**src/rtl/rne_pkg.sv**
```systemverilog
// Package: types, constants and letter tables of the Roman numeral encoder.
`default_nettype none
package rne_pkg;

    localparam int VALUE_W = 12;
    localparam int SYM_W   = 8;
    localparam int POS_W   = 2;
    localparam int DIG_W   = 4;
    localparam int CNT_W   = 2;

    localparam logic [VALUE_W-1:0] VALUE_LIMIT = 12'd4000;
    localparam logic [POS_W-1:0]   POS_THOUSANDS = 2'd3;

    localparam logic [SYM_W-1:0] SYM_NONE = 8'h00;
    localparam logic [SYM_W-1:0] SYM_I    = 8'h49;
    localparam logic [SYM_W-1:0] SYM_V    = 8'h56;
    localparam logic [SYM_W-1:0] SYM_X    = 8'h58;
    localparam logic [SYM_W-1:0] SYM_L    = 8'h4C;
    localparam logic [SYM_W-1:0] SYM_C    = 8'h43;
    localparam logic [SYM_W-1:0] SYM_D    = 8'h44;
    localparam logic [SYM_W-1:0] SYM_M    = 8'h4D;

    typedef enum logic [1:0] {
        S_IDLE,
        S_LOAD,
        S_EMIT,
        S_BAD
    } t_state;

    typedef struct packed {
        logic load_in;
        logic load_digit;
        logic skip_pos;
        logic next_letter;
        logic next_digit;
    } t_dp_cmd;

    typedef struct packed {
        logic in_bad;
        logic digit_zero;
        logic digit_end;
        logic last;
    } t_dp_sts;

    // decimal digit of the remainder at a position; remainder is below 10^(pos+1)
    function automatic logic [DIG_W-1:0] digit_of(input logic [POS_W-1:0] pos,
                                                  input logic [VALUE_W-1:0] rem);
        logic [15:0] p_hund;
        logic [13:0] p_tens;
        logic [DIG_W-1:0] d;
        p_hund = 16'(rem[9:0]) * 16'd41;
        p_tens = 14'(rem[6:0]) * 14'd103;
        case (pos)
            2'd3: begin
                if (rem >= 12'd3000) d = 4'd3;
                else if (rem >= 12'd2000) d = 4'd2;
                else if (rem >= 12'd1000) d = 4'd1;
                else d = 4'd0;
            end
            2'd2:    d = p_hund[15:12];
            2'd1:    d = p_tens[13:10];
            default: d = rem[3:0];
        endcase
        return d;
    endfunction

    function automatic logic [VALUE_W-1:0] weight_of(input logic [POS_W-1:0] pos,
                                                     input logic [DIG_W-1:0] d);
        logic [VALUE_W-1:0] w;
        case (pos)
            2'd3:    w = VALUE_W'(d) * 12'd1000;
            2'd2:    w = VALUE_W'(d) * 12'd100;
            2'd1:    w = VALUE_W'(d) * 12'd10;
            default: w = VALUE_W'(d);
        endcase
        return w;
    endfunction

    // number of letters for one digit, minus one
    function automatic logic [CNT_W-1:0] len_m1(input logic [DIG_W-1:0] d);
        logic [CNT_W-1:0] n;
        case (d)
            4'd2, 4'd4, 4'd6, 4'd9: n = 2'd1;
            4'd3, 4'd7:             n = 2'd2;
            4'd8:                   n = 2'd3;
            default:                n = 2'd0;
        endcase
        return n;
    endfunction

    function automatic logic [SYM_W-1:0] letter_of(input logic [POS_W-1:0] pos,
                                                   input logic [DIG_W-1:0] d,
                                                   input logic [CNT_W-1:0] k);
        logic [SYM_W-1:0] u;
        logic [SYM_W-1:0] f;
        logic [SYM_W-1:0] t;
        logic [SYM_W-1:0] s;
        case (pos)
            2'd3: begin
                u = SYM_M; f = SYM_M; t = SYM_M;
            end
            2'd2: begin
                u = SYM_C; f = SYM_D; t = SYM_M;
            end
            2'd1: begin
                u = SYM_X; f = SYM_L; t = SYM_C;
            end
            default: begin
                u = SYM_I; f = SYM_V; t = SYM_X;
            end
        endcase
        case (d)
            4'd4:                   s = (k == 2'd0) ? u : f;
            4'd5, 4'd6, 4'd7, 4'd8: s = (k == 2'd0) ? f : u;
            4'd9:                   s = (k == 2'd0) ? u : t;
            default:                s = u;
        endcase
        return s;
    endfunction

endpackage
`default_nettype wire

```
**src/rtl/rne_in_if.sv**
```systemverilog
// Interface: input channel carrying the binary value.
`default_nettype none
interface rne_in_if;
    logic        valid;
    logic        ready;
    logic [11:0] value;

    modport source (output valid, output value, input ready);
    modport sink   (input valid, input value, output ready);
endinterface
`default_nettype wire

```
**src/rtl/rne_out_if.sv**
```systemverilog
// Interface: output channel carrying one numeral letter per beat.
`default_nettype none
interface rne_out_if;
    logic       valid;
    logic       ready;
    logic [7:0] symbol;
    logic       last;
    logic       invalid;

    modport source (output valid, output symbol, output last, output invalid, input ready);
    modport sink   (input valid, input symbol, input last, input invalid, output ready);
endinterface
`default_nettype wire

```
**src/rtl/rne_ctrl.sv**
```systemverilog
// Controller: state machine sequencing load, digit extraction and letter beats.
`default_nettype none
module rne_ctrl (
    input  wire logic            i_clk,
    input  wire logic            i_rst_n,
    input  wire logic            i_in_valid,
    output logic                 o_in_ready,
    output logic                 o_out_valid,
    input  wire logic            i_out_ready,
    input  wire rne_pkg::t_dp_sts i_sts,
    output rne_pkg::t_dp_cmd     o_cmd
);
    import rne_pkg::*;

    t_state r_state;
    t_state n_state;

    always_ff @(posedge i_clk) begin
        if (!i_rst_n) begin
            r_state <= S_IDLE;
        end else begin
            r_state <= n_state;
        end
    end

    always_comb begin
        n_state     = r_state;
        o_cmd       = '0;
        o_in_ready  = 1'b0;
        o_out_valid = 1'b0;
        case (r_state)
            S_IDLE: begin
                o_in_ready = i_rst_n;
                if (i_in_valid && i_rst_n) begin
                    o_cmd.load_in = 1'b1;
                    n_state = i_sts.in_bad ? S_BAD : S_LOAD;
                end
            end
            S_LOAD: begin
                if (i_sts.digit_zero) begin
                    o_cmd.skip_pos = 1'b1;
                end else begin
                    o_cmd.load_digit = 1'b1;
                    n_state = S_EMIT;
                end
            end
            S_EMIT: begin
                o_out_valid = 1'b1;
                if (i_out_ready) begin
                    if (i_sts.last) begin
                        n_state = S_IDLE;
                    end else if (i_sts.digit_end) begin
                        o_cmd.next_digit = 1'b1;
                        n_state = S_LOAD;
                    end else begin
                        o_cmd.next_letter = 1'b1;
                    end
                end
            end
            S_BAD: begin
                o_out_valid = 1'b1;
                if (i_out_ready) begin
                    n_state = S_IDLE;
                end
            end
            default: begin
                n_state = S_IDLE;
            end
        endcase
    end
endmodule
`default_nettype wire

```
**src/rtl/rne_dpath.sv**
```systemverilog
// Datapath: remainder, digit position, digit and letter counter, letter lookup.
`default_nettype none
module rne_dpath (
    input  wire logic                          i_clk,
    input  wire logic [rne_pkg::VALUE_W-1:0]   i_value,
    input  wire rne_pkg::t_dp_cmd              i_cmd,
    output rne_pkg::t_dp_sts                   o_sts,
    output logic [rne_pkg::SYM_W-1:0]          o_symbol,
    output logic                               o_last,
    output logic                               o_invalid
);
    import rne_pkg::*;

    logic [VALUE_W-1:0] r_rem;
    logic [POS_W-1:0]   r_pos;
    logic [DIG_W-1:0]   r_digit;
    logic [CNT_W-1:0]   r_k;
    logic               r_bad;

    logic [DIG_W-1:0]   digit_now;
    logic [VALUE_W-1:0] weight;
    logic               digit_end;
    logic               rest_zero;

    assign digit_now = digit_of(r_pos, r_rem);
    assign weight    = weight_of(r_pos, r_digit);
    assign digit_end = (r_k == len_m1(r_digit));
    assign rest_zero = (r_rem == weight);

    always_ff @(posedge i_clk) begin
        if (i_cmd.load_in) begin
            r_rem <= i_value;
            r_pos <= POS_THOUSANDS;
            r_bad <= (i_value == '0) || (i_value >= VALUE_LIMIT);
        end
        if (i_cmd.skip_pos) begin
            r_pos <= r_pos - 1'b1;
        end
        if (i_cmd.load_digit) begin
            r_digit <= digit_now;
            r_k     <= '0;
        end
        if (i_cmd.next_letter) begin
            r_k <= r_k + 1'b1;
        end
        if (i_cmd.next_digit) begin
            r_rem <= r_rem - weight;
            r_pos <= r_pos - 1'b1;
        end
    end

    always_comb begin
        o_sts.in_bad     = (i_value == '0) || (i_value >= VALUE_LIMIT);
        o_sts.digit_zero = (digit_now == '0);
        o_sts.digit_end  = digit_end;
        o_sts.last       = digit_end && rest_zero;
    end

    assign o_symbol  = r_bad ? SYM_NONE : letter_of(r_pos, r_digit, r_k);
    assign o_last    = r_bad | (digit_end & rest_zero);
    assign o_invalid = r_bad;
endmodule
`default_nettype wire

```
**src/rtl/roman_numeral_encoder_top.sv**
```systemverilog
// Top level: Roman numeral encoder, binary value in, one ASCII letter per beat out.
//
//   channel  dir  payload                          beat
//   i_in     in   value[11:0]                      one per conversion
//   o_out    out  symbol[7:0], last, invalid       one per letter, last on final
//
// A valid value is accepted, then each decimal position from the thousands down to the
// lowest nonzero digit is loaded or skipped, and each letter goes out as one beat.
// Value 0 or 4000 and up is accepted, then gives one invalid beat.
// Reset returns the controller to idle; the output beat holds while o_out.ready is low.
// A new value is taken only once the last beat of the previous one has gone.
`default_nettype none
module roman_numeral_encoder_top (
    input wire logic i_clk,
    input wire logic i_rst_n,
    rne_in_if.sink   i_in,
    rne_out_if.source o_out
);
    import rne_pkg::*;

    t_dp_cmd cmd;
    t_dp_sts sts;

    rne_ctrl u_ctrl (
        .i_clk       (i_clk),
        .i_rst_n     (i_rst_n),
        .i_in_valid  (i_in.valid),
        .o_in_ready  (i_in.ready),
        .o_out_valid (o_out.valid),
        .i_out_ready (o_out.ready),
        .i_sts       (sts),
        .o_cmd       (cmd)
    );

    rne_dpath u_dpath (
        .i_clk     (i_clk),
        .i_value   (i_in.value),
        .i_cmd     (cmd),
        .o_sts     (sts),
        .o_symbol  (o_out.symbol),
        .o_last    (o_out.last),
        .o_invalid (o_out.invalid)
    );
endmodule
`default_nettype wire

```
**src/flat_wrapper.sv**
```systemverilog
// flat-port wrapper written by rule: the top's interface ports become plain ports
module roman_numeral_encoder_top_flat import rne_pkg::*;
  (i_clk, i_rst_n, i_in_valid, i_in_value, i_in_ready, o_out_valid, o_out_symbol, o_out_last, o_out_invalid, o_out_ready);
  rne_in_if i_in_i ();
  rne_out_if o_out_i ();
  input wire logic i_clk;
  input wire logic i_rst_n;
  input wire logic [$bits(i_in_i.valid)-1:0] i_in_valid;
  input wire logic [$bits(i_in_i.value)-1:0] i_in_value;
  output wire logic [$bits(i_in_i.ready)-1:0] i_in_ready;
  output wire logic [$bits(o_out_i.valid)-1:0] o_out_valid;
  output wire logic [$bits(o_out_i.symbol)-1:0] o_out_symbol;
  output wire logic [$bits(o_out_i.last)-1:0] o_out_last;
  output wire logic [$bits(o_out_i.invalid)-1:0] o_out_invalid;
  input wire logic [$bits(o_out_i.ready)-1:0] o_out_ready;
  assign i_in_i.valid = i_in_valid;
  assign i_in_i.value = i_in_value;
  assign i_in_ready = i_in_i.ready;
  assign o_out_valid = o_out_i.valid;
  assign o_out_symbol = o_out_i.symbol;
  assign o_out_last = o_out_i.last;
  assign o_out_invalid = o_out_i.invalid;
  assign o_out_i.ready = o_out_ready;
  roman_numeral_encoder_top u_core (.i_clk(i_clk), .i_rst_n(i_rst_n), .i_in(i_in_i), .o_out(o_out_i));
endmodule
```
**config.mk**
```make
export PLATFORM = sky130hd
export DESIGN_NAME = roman_numeral_encoder_top_flat
export DESIGN_NICKNAME = d
export VERILOG_FILES = /design/src/rtl/rne_pkg.sv /design/src/rtl/rne_in_if.sv /design/src/rtl/rne_out_if.sv /design/src/rtl/rne_ctrl.sv /design/src/rtl/rne_dpath.sv /design/src/rtl/roman_numeral_encoder_top.sv /design/src/flat_wrapper.sv
export SDC_FILE = /design/constraint.sdc
export NUM_CORES = 1
export LEC_CHECK = 0
export BUFFER_PORTS_ARGS = -buffer_cell sky130_fd_sc_hd__buf_2
export CAP_MARGIN = 15
export CORE_ASPECT_RATIO = 2
export CORE_MARGIN = 2
export CORE_UTILIZATION = 45
export CTS_CLUSTER_SIZE = 30
export DETAILED_ROUTE_END_ITERATION = 7
export PLACE_DENSITY_LB_ADDON = 0.12
export SLEW_MARGIN = 25
export SYNTH_ARGS = -nofsm -noshare
export SYNTH_HDL_FRONTEND = slang
export SYNTH_SLANG_ARGS = --single-unit
```
**constraint.sdc**
```tcl
create_clock -name i_clk -period 5.7 [get_ports i_clk]
set_input_delay 0.57 -clock i_clk [delete_from_list [all_inputs] [get_ports i_clk]]
set_output_delay 0.57 -clock i_clk [all_outputs]
set_load 0.05 [all_outputs]
```
==> reports/metrics.csv, run 1 <==
metric,value,unit
Post-DRT Antenna Nets,0,
"Warnings, synthesis",0,
Std-Cell Rows,54,
sequential area share after synthesis,0.136,
die width,78.1,um
area grow syn2layout,7.90,%
Worst EP arrival,4670,ps
DR vias,4150,
Mapped Area,4940,sq um
Die Y,152,um
crit path kind,reg -> out,
CP endpoint,o_out_last,
Pins Over Slew Limit,0,
Nets,728,
# DRC,0,
Starting Density,0.457,
setup TNS,0,ps
Vias/cell,5.86,
CTS tree,yes,
Reg2Reg Depth,19,
Yosys reg bits,23,
Iteration-0 DRC Markers,248,
first-pass GRT wire length,21400,um
gr usage total,0.230,
gr ovfl total,0,
ANT cells,0,
Routed WL,13300,um
vias in the first global route,4223,
Final Hold Vio Count,0,
CP startpoint kind,register,
Worst Max-Slew Pin Slew,790,ps
r2r endpoint,u_core.u_ctrl.r_state[0],
CTS Hold Bufs,0,
H-Tree Depth,1,
layout cells sized above 1,0.121,
# IOs,28,
GP Congestion,0.883,
Post-synth top flop,edfxtp_1,
"EDFF count, synth",21,
Worst-Skew Late Latency,260,ps
Root Driver,clkbuf_16,
Leakage,2.60,nW
PwrDens,216,nW/um^2
CP startpoint,u_core.u_dpath.r_digit[1],
"Reg clk slew, reported paths",60,ps
Tot Pwr,1.15,mW
Yosys cell types,71,
initial antenna violation count,0,
outcome,finished clean,
# Post-CTS Setup Buffers,0,
Slew headroom,0.468,
RSZ-0062 raised after global routing,no,
share of flip-flops with an asynchronous set or reset,0,
"reg-to-reg slack, setup",670,ps
synthesized area per cell,9.13,sq um
final setup fails,0,
Synth Instances,541,
clk_skew,1.38,ps
clk sinks,23,
post-CTS resize count,0,
largest net degree at the start of global routing,20,
Pre-Repair DR Iteration Count,5,
peak supply drop,128,uV
worst hold path type,in -> reg,
port buffer count,25,
Routed WL per cell,18.7,um
type of destination of the critical path,output port,
CP Max Fanout,9,
DIE AREA,11900,sq um
Final period util,0.919,
Core Footprint,10800,sq um
Max Freq,0.191,GHz
Tmin final,5240,ps
max-cap violations,0,
clock tree buffer depth,2,
Worst R2R Start,u_core.u_dpath.r_digit[1],
hold_sp,i_rst_n,
cts bufs inserted,3,
CP required,5130,ps
hpwl dp,11400,um
[synthesized netlist by cell type (all sizes together), types with 3 or more instances]
cell / instances / area share
nor4: 4 / 0.0081
nand3: 11 / 0.011
a21oi: 31 / 0.032
edfxtp: 21 / 0.13
buf: 3 / 0.0053
xnor2: 16 / 0.030
or2: 10 / 0.013
o21a: 4 / 0.0061
ha: 122 / 0.31
a211o: 3 / 0.0053
o311ai: 3 / 0.0053
nor3: 11 / 0.011
fa: 21 / 0.085
o211ai: 5 / 0.0076
inv: 62 / 0.047
a222oi: 5 / 0.010
mux2: 12 / 0.027
nand2b: 8 / 0.010
and2: 8 / 0.010
a21o: 12 / 0.019
a2111oi: 4 / 0.011
a31oi: 3 / 0.0038
o22ai: 3 / 0.0038
clkbuf: 9 / 0.0068
xor2: 7 / 0.012
nor2: 23 / 0.017
mux2i: 8 / 0.019
nand4: 6 / 0.0076
nand2: 32 / 0.024
nor2b: 6 / 0.0076
o21ai: 20 / 0.020
a22oi: 6 / 0.0091
a211oi: 7 / 0.012
[worst max-delay path, cell delays in order, from the launching register on]
cell,delay (ps)
edfxtp_1,560
inv_1,200
fa_1,590
fa_1,530
inv_1,40
ha_1,330
a21o_1,180
a21oi_1,160
xnor2_1,140
a22oi_1,70
or2_2,310
ha_1,330
nand4_1,110
nor2_1,100
nand4_1,140
inv_1,120
nand3_1,130
nand2_1,100
buf_2,260
[cells by family after synthesis]
kind of cell	after synthesis	share of synthesized area
buffers and inverters	74	0.0593
AO/OA/AOI/OAI	124	0.179
other	1	0.000759
flip-flops	23	0.136
AND/OR/NAND/NOR	133	0.143
adder cells (fa/ha/maj)	143	0.394
multiplexers	20	0.0461
XOR/XNOR	23	0.0423
[layer usage]
| layer | global-route usage | vias to the layer above | part of all wire |
|---|---|---|---|
| li1 | - | 2020 | - |
| met1 | 0.229 | 1990 | 0.34 |
| met3 | 0.00592 | 37 | 0.022 |
| met5 | 0 | - | 0 |
| met2 | 0.465 | 103 | 0.60 |
| met4 | 0.114 | 0 | 0.045 |
[how the worst min path moves through the flow]
stage | to | slack (ps) | depth (start not counted)
floorplan | u_core.u_dpath.r_k[0] | 530 | 1
global placement | u_core.u_dpath.r_k[0] | 550 | 1
detailed placement | u_core.u_dpath.r_k[0] | 570 | 1
CTS | u_core.u_ctrl.r_state[1] | 570 | 3
global route | u_core.u_dpath.r_k[0] | 590 | 1
finish | u_core.u_ctrl.r_state[1] | 570 | 3
[stage by stage]
stage | setup slack, ps | hold slack (ps) | std cells | cell area, sq um | utilization
after global routing | 201 | 585 | 708 | 5330 | 0.493
after CTS | 418 | 570 | 708 | 5330 | 0.493
after global placement | 762 | 547 | 704 | 5250 | 0.486
after detailed placement | 680 | 572 | 704 | 5250 | 0.486
final | 462 | 570 | 708 | 5330 | 0.493
after floorplan | 991 | 530 | 542 | 4940 | -
[final cells by class]
cell class	count	area (sq um)
Sequential cell	23	671
Timing Repair Buffer	34	193
Multi-Input combinational cell	445	3980
Fill cell	1070	5480
Inverter	62	233
Tap cell	140	175
Clock buffer	4	78.8
[registers in the layout, summed over array words and instances (netlist names)]
| signal | flops |
|---|---|
| u_core.u_ctrl.r_state | 2 |
| u_core.u_dpath.o_invalid | 1 |
| u_core.u_dpath.r_pos | 2 |
| u_core.u_dpath.r_digit | 4 |
| u_core.u_dpath.r_k | 2 |
| u_core.u_dpath.r_rem | 12 |
[where the power goes]
group          total (mW)  internal [mW]  leakage [nW]  switching (mW)
logic               0.782          0.336          2.35           0.446
registers           0.214          0.199         0.207          0.0156
clock network       0.156         0.0957        0.0382          0.0600
total                1.15          0.630          2.60           0.522
[cell usage in the layout, fill, tap and decap left out, types with 7 or more instances in the layout]
master,instances
a21o_1,10
a21oi_1,30
and2_1,7
buf_2,25
buf_4,9
edfxtp_1,21
fa_1,21
ha_1,122
inv_1,62
mux2_2,12
mux2i_1,7
nand2_1,32
nand2b_1,8
nand3_1,11
nor2_1,23
nor3_1,11
o21ai_0,20
or2_2,8
xnor2_1,15
xor2_1,7
Power figures use the tool's default switching activity.
==> inputs of run 2 (changes only) <==
--- a/config.mk
+++ b/config.mk
@@ -13,6 +13,7 @@
 export CTS_CLUSTER_SIZE = 30
 export DETAILED_ROUTE_END_ITERATION = 7
 export PLACE_DENSITY_LB_ADDON = 0.12
+export REMOVE_ABC_BUFFERS = 1
 export SLEW_MARGIN = 25
 export SYNTH_ARGS = -nofsm -noshare
 export SYNTH_HDL_FRONTEND = slang
==> run 2 against run 1 <==
  * Global-route usage is 0.72 points higher
  * Sequential share of layout area about the same
  * Core utilization increased by 0.10 points
  * Critical path depth unchanged
  * Worst hold slack got worse by 1.6 ps
  * Setup slack better by 18 ps
  * Largest power group unchanged
  * Cell area rose by 0.21%
  * Combinational power grew 2%
==> reports/metrics.csv, run 2 (synthesis results as in run 1) <==
metric,value,unit,change
outcome,finished clean,,unchanged
die width,78.1,um,unchanged
"final std cell area, no fill",5340,sq um,was 5330 sq um
cts bufs inserted,3,,unchanged
DIE AREA,11900,sq um,unchanged
port buffer count,25,,unchanged
Std-Cell Rows,54,,unchanged
Comb pwr share,0.680,,was 0.679
CP startpoint kind,register,,unchanged
vias in the first global route,4428,,was 4223
Nets,729,,was 728
Starting Density,0.457,,unchanged
initial antenna violation count,0,,unchanged
gr ovfl total,0,,unchanged
DR vias,4163,,was 4150
hold_ws,569,ps,was 570 ps
Root Driver,clkbuf_16,,unchanged
Pre-Repair DR Iteration Count,5,,unchanged
H-Tree Depth,1,,unchanged
Most Frequent Cell on Critical Path,inv_1,,unchanged
"Reg clk slew, reported paths",70,ps,was 60 ps
Iteration-0 DRC Markers,165,,was 248
Slew headroom,0.426,,was 0.468
post-CTS resize count,0,,unchanged
first-pass GRT wire length,22100,um,was 21400 um
Final Hold Vio Count,0,,unchanged
Core Footprint,10800,sq um,unchanged
Tot Pwr,1.17,mW,was 1.15 mW
"commonest non-fill, non-tap cell in the layout",ha_1,,unchanged
peak supply drop,207,uV,was 128 uV
largest registers,"u_core.u_dpath.r_rem x12, u_core.u_dpath.r_digit x4",,unchanged
largest net degree at the start of global routing,24,,was 20
Final period util,0.916,,was 0.919
CP cell instances,inv_1 -> fa_1 -> fa_1 -> inv_1 -> ha_1 -> a21o_1 -> a21oi_1 -> xnor2_1 -> a22oi_1 -> or2_2 -> ha_1 -> nand4_1 -> nor2_1 -> nand4_1 -> inv_1 -> nand3_1 -> nand2_1 -> buf_2,,unchanged
worst hold path type,reg -> reg,,was in -> reg
clk sinks,23,,unchanged
Routed WL per cell,19.1,um,was 18.7 um
Worst-Skew Late Latency,270,ps,was 260 ps
Worst Max-Slew Pin Slew,852,ps,was 790 ps
setup TNS,0,ps,unchanged
# DRC,0,,unchanged
sequential fraction of design power,0.183,,was 0.186
Max Freq,0.192,GHz,was 0.191 GHz
"commonest cells after routing, fill and taps aside","ha_1, inv_1, nand2_1",,unchanged
PwrDens,219,nW/um^2,was 216 nW/um^2
placed inst area,5260,sq um,was 5250 sq um
layout cells sized above 1,0.125,,was 0.121
final setup fails,0,,unchanged
utilization after layout,0.494,,was 0.493
CP Max Fanout,9,,unchanged
Largest Register,u_core.u_dpath.r_rem,,unchanged
GP Congestion,0.884,,was 0.883
Vias/cell,5.87,,was 5.86
Sw Pwr,540,uW,was 522 uW
RSZ-0062 raised after global routing,no,,unchanged
Leakage,2.60,nW,about the same
# Post-CTS Setup Buffers,0,,unchanged
type of destination of the critical path,output port,,unchanged
# IOs,28,,unchanged
"reg-to-reg slack, setup",630,ps,was 670 ps
Tmin final,5220,ps,was 5240 ps
area grow syn2layout,8.13,%,was 7.90%
Die Y,152,um,unchanged
clock tree buffer depth,2,,unchanged
Post-DRT Antenna Nets,0,,unchanged
CTS Hold Bufs,0,,unchanged
CP required,5130,ps,about the same
clk_skew,5.31,ps,was 1.38 ps
Worst EP arrival,4650,ps,was 4670 ps
CP max-delay cell,fa_1,,unchanged
gr usage total,0.237,,was 0.230
max-cap violations,0,,unchanged
Routed WL,13500,um,was 13300 um
Clk network pwr share,0.137,,was 0.135
"slowest stage delay, CP",580,ps,was 590 ps
hpwl dp,11400,um,about the same
sw frac,0.461,,was 0.453
Pins Over Slew Limit,0,,unchanged
number of flip-flops in the largest register,12,,unchanged
Int Power,631,uW,was 630 uW
CTS tree,yes,,unchanged
ANT cells,0,,unchanged
crit path kind,reg -> out,,unchanged
## run 2: cell count changes in the layout (fill, tap and decap cells not counted)
| cell | delta |
|---|---|
| clkbuf_1 | -1 |
| clkinvlp_4 | +1 |
| buf_4 | +1 |
## run 2: final cells by class
cell class	instances	area, sq um
Fill cell	1087	5470
Multi-Input combinational cell	445	3980
Sequential cell	23	671
Inverter	62	233
Timing Repair Buffer	35	200
Tap cell	140	175
Clock buffer	3	75.1
Clock inverter	1	7.51
## run 2: layer usage
metal	global-route usage	part of all wire
met1	0.236	0.36
met2	0.470	0.57
met3	0.0107	0.019
met4	0.131	0.052
met5	0	0
## run 2: stage by stage
step | instances | setup WS, ps
floorplan | 530 | 1080
global placement | 705 | 780
detailed placement | 705 | 645
CTS | 709 | 464
global route | 709 | 232
finish | 709 | 480
## run 2: worst max-delay path: cells and delay by family (launching register included)
kind	cells	cell delay [ps]
adder cells (fa/ha/maj)	4	1770
AND/OR/NAND/NOR	6	810
buffers and inverters	4	590
flip-flops	1	570
AO/OA/AOI/OAI	3	480
XOR/XNOR	1	170
## run 2: power by group through the flow
stage	sequential, mW	combinational (mW)	clock, mW
final	0.214	0.797	0.160
after CTS	0.214	0.805	0.163
after global placement	0.217	0.782	0
after detailed placement	0.217	0.798	0
after floorplan	0.220	0.584	0
after global routing	0.216	0.897	0.165
## run 2: path summary, 6_finish.rpt
check / start / endpoint / cells past startpoint
setup / recovery: u_core.u_dpath.r_digit[2] / o_out_last / 18
setup reg to reg: u_core.u_dpath.r_digit[2] / u_core.u_dpath.r_rem[6] / 18
hold reg to reg: u_core.u_dpath.r_k[0] / u_core.u_dpath.r_k[0] / 1
hold / removal: u_core.u_dpath.r_k[0] / u_core.u_dpath.r_k[0] / 1
